===== config.mk =====
export PLATFORM = sky130hd
export DESIGN_NAME = stc_ctrl
export DESIGN_NICKNAME = d
export VERILOG_FILES = /design/src/rtl/core/scrolling_text_console_writer_assert.svh /design/src/rtl/core/stc_pkg.sv /design/src/rtl/core/stc_ctrl.sv
export SDC_FILE = /design/constraint.sdc
export NUM_CORES = 1
export LEC_CHECK = 0
export BUFFER_PORTS_ARGS = -buffer_cell sky130_fd_sc_hd__clkbuf_2
export CAP_MARGIN = 20
export CORE_AREA = 2 2 39 41
export CTS_CLUSTER_DIAMETER = 150
export DETAILED_ROUTE_END_ITERATION = 8
export DIE_AREA = 0 0 41 43
export HOLD_SLACK_MARGIN = 0.03
export PLACE_DENSITY = 0.44
export SKIP_LAST_GASP = 1
export SYNTH_ARGS = -nofsm -noshare
export SYNTH_HDL_FRONTEND = slang
export SYNTH_SLANG_ARGS = --single-unit

===== constraint.sdc =====
create_clock -name clk -period 3 [get_ports clk]
set_input_delay 0.9 -clock clk [delete_from_list [all_inputs] [get_ports clk]]
set_output_delay 0.9 -clock clk [all_outputs]
set_load 0.01 [all_outputs]

===== src/rtl/core/scrolling_text_console_writer_assert.svh =====
// Assertion macros for the scrolling text console writer.
`ifndef SCROLLING_TEXT_CONSOLE_WRITER_ASSERT_SVH
`define SCROLLING_TEXT_CONSOLE_WRITER_ASSERT_SVH

`ifndef SYNTHESIS

// Same-cycle implication, clocked on clk, off while rst_n is low.
`define STC_ASSERT_IMPLY(label, ante, cons) \
    label: assert property (@(posedge clk) disable iff (!rst_n) (ante) |-> (cons)) \
        else $error("scrolling console check failed");

// Next-cycle implication, clocked on clk, off while rst_n is low.
`define STC_ASSERT_NEXT(label, ante, cons) \
    label: assert property (@(posedge clk) disable iff (!rst_n) (ante) |=> (cons)) \
        else $error("scrolling console check failed");

`else

`define STC_ASSERT_IMPLY(label, ante, cons)
`define STC_ASSERT_NEXT(label, ante, cons)

`endif

`endif


===== src/rtl/core/stc_pkg.sv =====
// Shared types and constants for the scrolling text console writer.
`timescale 1ns / 1ps
`default_nettype none

package stc_pkg;

    localparam logic [7:0] NEWLINE_CODE = 8'd10;
    localparam int CFG_IDX_W = 2;
    localparam logic [CFG_IDX_W-1:0] CFG_COLUMNS = 2'd0;
    localparam logic [CFG_IDX_W-1:0] CFG_ROWS    = 2'd1;

    typedef enum logic [1:0] {
        OP_PUT   = 2'd0,
        OP_CLEAR = 2'd1,
        OP_READ  = 2'd2,
        OP_NOP   = 2'd3
    } opcode_t;

    typedef struct packed {
        logic latch;
        logic eval;
        logic write;
        logic sweep;
        logic load_out;
    } stc_cmd_t;

    typedef struct packed {
        opcode_t op;
        logic    is_newline;
        logic    row_valid;
        logic    sweep_last;
        logic    out_free;
    } stc_status_t;

endpackage

`default_nettype wire


===== src/rtl/core/stc_ctrl.sv =====
// Controller state machine for the scrolling text console writer.
`timescale 1ns / 1ps
`default_nettype none

module stc_ctrl (
    input  logic               clk,
    input  logic               rst_n,
    input  logic               in_valid,
    output logic               in_ready,
    output stc_pkg::stc_cmd_t  cmd,
    input  stc_pkg::stc_status_t status
);
    import stc_pkg::*;

    typedef enum logic [2:0] {
        ST_IDLE,
        ST_EVAL,
        ST_PUT,
        ST_SWEEP,
        ST_FINISH
    } state_t;

    state_t state_reg;
    state_t state_next;
    logic   ready_reg;

    assign in_ready = ready_reg;

    always_comb
    begin
        state_next = state_reg;
        cmd        = '0;
        case (state_reg)
            ST_IDLE:
            begin
                if (in_valid && ready_reg)
                begin
                    cmd.latch  = 1'b1;
                    state_next = ST_EVAL;
                end
            end
            ST_EVAL:
            begin
                cmd.eval = 1'b1;
                if (status.op == OP_PUT && !status.is_newline)
                    state_next = ST_PUT;
                else
                    state_next = ST_FINISH;
            end
            ST_PUT:
            begin
                if (status.row_valid)
                begin
                    cmd.write  = 1'b1;
                    state_next = ST_FINISH;
                end
                else
                    state_next = ST_SWEEP;
            end
            ST_SWEEP:
            begin
                cmd.sweep = 1'b1;
                if (status.sweep_last)
                    state_next = ST_PUT;
            end
            ST_FINISH:
            begin
                if (status.out_free)
                begin
                    cmd.load_out = 1'b1;
                    state_next   = ST_IDLE;
                end
            end
            default:
                state_next = ST_IDLE;
        endcase
    end

    always_ff @(posedge clk or negedge rst_n)
    begin
        if (!rst_n)
        begin
            state_reg <= ST_IDLE;
            ready_reg <= 1'b1;
        end
        else
        begin
            state_reg <= state_next;
            ready_reg <= (state_next == ST_IDLE);
        end
    end

endmodule

`default_nettype wire


# Word level (Yosys, flattened, before mapping)
# Cells that the tools add are included.
dict set report op_classes {
  reduce_logical 6
  n_mux 14
  n_eq_ne 4
}
# op count
set ops {}
lappend ops {{two-way mux 3 bit} 5}
lappend ops {{case mux 3 bit (5 select lines)} 1}
lappend ops {{two-way mux 1 bit} 8}
lappend ops {{equality test 3 x 2 -> 1 bit (second input constant)} 2}
lappend ops {{zero test 3 bit} 2}
lappend ops {{equality test 3 x 1 -> 1 bit (second input constant)} 1}
lappend ops {{equality test 3 bit (second input constant)} 1}
lappend ops {{logical AND 1 bit} 2}
lappend ops {{zero test 2 bit} 1}
lappend ops {{zero test 1 bit} 1}
dict set report word_totals {
  reg_bits 4
  out_inout_bits 6
  wordCells 26
}

# Depth between registers and ports, before layout
dict set report logic_depth {
  ltp_word 5
  mapped_depth 3
  mapped_depth_nobuf 3
}

# Worst setup path after synthesis
# Ideal clock, no wire load.
dict set report synth_path {
  kind {input-to-output}
  startpoint {input in_valid}
  endpoint {output cmd[4] (netlist name)}
  path_slack_ps 640
  t_arrival_ps 1460
  required_ps 2100
  cell_stages 2
  cell_sequence {nand2_1 > nor4_1}
}
# item line
set synth_lines {}
lappend synth_lines {{start, declared} stc_ctrl.sv:8} ;# input logic in_valid,
lappend synth_lines {{end, declared} stc_ctrl.sv:10} ;# output stc_pkg::stc_cmd_t cmd,

==> impl_results.md <==
* Non-Filler Instances at 57
* Via density at 4.23
* Post-synthesis simple-gate area fraction at 0.420
* RSZ-0062 raised after global routing: false
* Reg power frac at 0.385
* Root Buffer Master: clkbuf_4
* Post-Syn Instances at 23
* Antenna-violating nets left at 0
* Setup Fix Bufs, Post-CTS at 0
* Yosys Warn Count at 0
* CP Launch Type: primary input
* Gr ovfl total at 0
* VDD IR max at 0.000214 V
* Netlist Area Pre-Place at 235 um^2
* Rel. slew slack at 0.675
* Final setup viols at 0
* Die Wd at 41 um
* Filler Cells Inserted at 145
* Post-CTS sizing at 0
* Largest family of logic cells by synthesized area: simple AND/OR/NAND/NOR gates
* Synth Area in Adders at 0
* Most common cell after layout, fill and taps aside: clkbuf_2
* Power per Cell Area at 771 nW/um^2
* Status: finished clean
* Routed WL at 595 um
* Wire per inst at 10.4 um
* CTS Sinks at 4
* Initial Util at 0.170
* IO Pins at 15
* H-tree depth at 1
* Setup TNS at 0 ns
* Final Hold Vio Count at 0
* Detailed-route via count at 241
* Clock Path Buffers at 2
* Critical Path RT at 2.10 ns
* ANT cells at 0
* Clk pwr share at 0.271
* Pint at 0.176 mW
* Hold Path Class: in -> async
* GP Congestion at 0.601
* CTS tree: built
* Worst Path Arrival at 1.61 ns
* CP Cell Sequence: clkbuf_2, nor4bb_1, clkbuf_2
* CP most frequent cell: clkbuf_2
* Max reg flops at 3
* Most frequent cells in the layout: clkbuf_2, nand2_1, clkbuf_4, dfrtp_1
* Share of cells above drive strength 1 at 0.488
* Maximum clock rate at 0.399 GHz
* Max incr delay on CP at 0.40 ns
* Dpl cells at 53
* Sw Ratio at 0.351
* Comb pwr share at 0.345
* Cts bufs inserted at 3
* Register Area at 101 um^2
* CP delay by family, top: simple AND/OR/NAND/NOR gates
* Later-pin clock latency in the skew report at 0.24 ns
* Seq/Total Area, Yosys at 0.431
* Vias in the first global route at 251
* Total GRT Usage at 0.0896
* Largest net degree at the start of global routing at 9
* Register bit total from synthesis at 4
* Synthesized Nets at 32
* Port-buffer cells at 14
* Final Max Tran Viols at 0
* Height of the die at 43 um
* Row cnt at 14
* Clock transition at path regs at 0.04 ns
* DP HPWL at 472 um
* Syn-to-layout area delta at 49.5%
* Net count, final at 51
* Clock skew at 0.00382 ns
* Max FO, Critical Path at 3
* Initial DRC Count at 5
* Compound-cell area share of the yosys netlist at 0.0745
* Area of the multi-input gates at 126 um^2
* Worst path slowest cell: nor4bb_1
* First-pass GRT wire length at 1000 um
* Die area at 1760 um^2
* Mux share of post-synthesis cell area at 0.0426
* Sw Pwr at 0.0950 mW
* Max-cap viol count at 0
* Tcrit/Tclk final at 0.836
* Crit Path Class: in -> out
* CP endpoint kind: output port
* Worst Max-Slew Pin Slew at 0.483 ns
* Syn avg cell area at 10.2 um^2
* CTS hold repair buffers at 0
* Post-route minimum period at 2.51 ns
* Crit path buf inv count at 2
* DRT Pass-1 Iters at 2
* Yosys cell types at 16
* LEAKAGE at 0.173 nW
* Xor and xnor area share after synthesis at 0
* Core footprint at 1380 um^2
* Initial antenna violation count at 0
* Drc violations at 0
## layer usage
layer | global-route usage | vias up | wire [um]
li1 | - | 122 | -
met1 | 0.123 | 100 | 289
met2 | 0.103 | 17 | 215
met3 | 0.0157 | 2 | 74
met4 | 0.100 | 0 | 15
met5 | 0 | - | 0
## worst reg2reg max path, stage by stage (launching register included)
cell and delay (ns):
dfrtp_1 0.45, nor3b_1 0.19, a211o_1 0.29, nor4b_2 0.22
## kinds of logic after synthesis
logic type	count (synthesis)
flip-flops	4
AO/OA/AOI/OAI	2
buffers and inverters	2
AND/OR/NAND/NOR	14
multiplexers	1
## synth_stat cells
library cell / instances / area share
nor2b_1: 1 / 0.027
nor3b_1: 1 / 0.032
nor4bb_1: 1 / 0.043
a211o_1: 1 / 0.037
dfrtp_1: 3 / 0.32
dfstp_2: 1 / 0.11
nand2_1: 3 / 0.048
nor4b_1: 1 / 0.037
mux2i_1: 1 / 0.043
a221oi_1: 1 / 0.037
nand2b_1: 2 / 0.053
nor3_1: 2 / 0.043
inv_1: 2 / 0.032
nor4b_2: 1 / 0.064
nor4_1: 1 / 0.027
or3_4: 1 / 0.048
## cell type report
| class | count | area share |
|---|---|---|
| Multi-Input combinational cell | 17 | 0.359 |
| Sequential cell | 4 | 0.288 |
| Timing Repair Buffer | 14 | 0.199 |
| Clock buffer | 4 | 0.0747 |
| Tap cell | 16 | 0.0569 |
| Inverter | 2 | 0.0214 |
## path summary, 6_finish.rpt
| kind | slack (ns) | cells past startpoint | to | start |
|---|---|---|---|---|
| max | 0.49 | 3 | cmd[2] | status[2] |
| min | 0.46 | 1 | state_reg[2] | rst_n |
| max reg2reg | 1.76 | 3 | in_ready | state_reg[0] |
| min reg2reg | 0.64 | 1 | state_reg[1] | state_reg[2] |
| max in group asynchronous | 2.32 | 1 | in_ready | rst_n |
| min in group clk | 0.64 | 1 | state_reg[1] | state_reg[2] |
## power by group through the flow
stage / Combinational (mW) / Sequential, mW / Clock [mW]
finish: 0.0934 / 0.104 / 0.0733
global route: 0.105 / 0.109 / 0.0810
CTS: 0.0948 / 0.104 / 0.0777
detailed placement: 0.0936 / 0.105 / 0
global placement: 0.0961 / 0.106 / 0
floorplan: 0.0589 / 0.102 / 0
## metrics by stage
stage	utilization	hold slack [ns]	worst slack, ns	total power [mW]	area (um^2)
finish	0.254	0.464	0.492	0.271	352
global route	0.254	0.457	0.345	0.295	352
global placement	0.235	0.641	0.526	0.202	325
floorplan	-	0.560	0.640	0.161	235
CTS	0.254	0.458	0.482	0.277	352
detailed placement	0.235	0.627	0.486	0.198	325
Note: power is estimated with default switching activity, not from simulation.
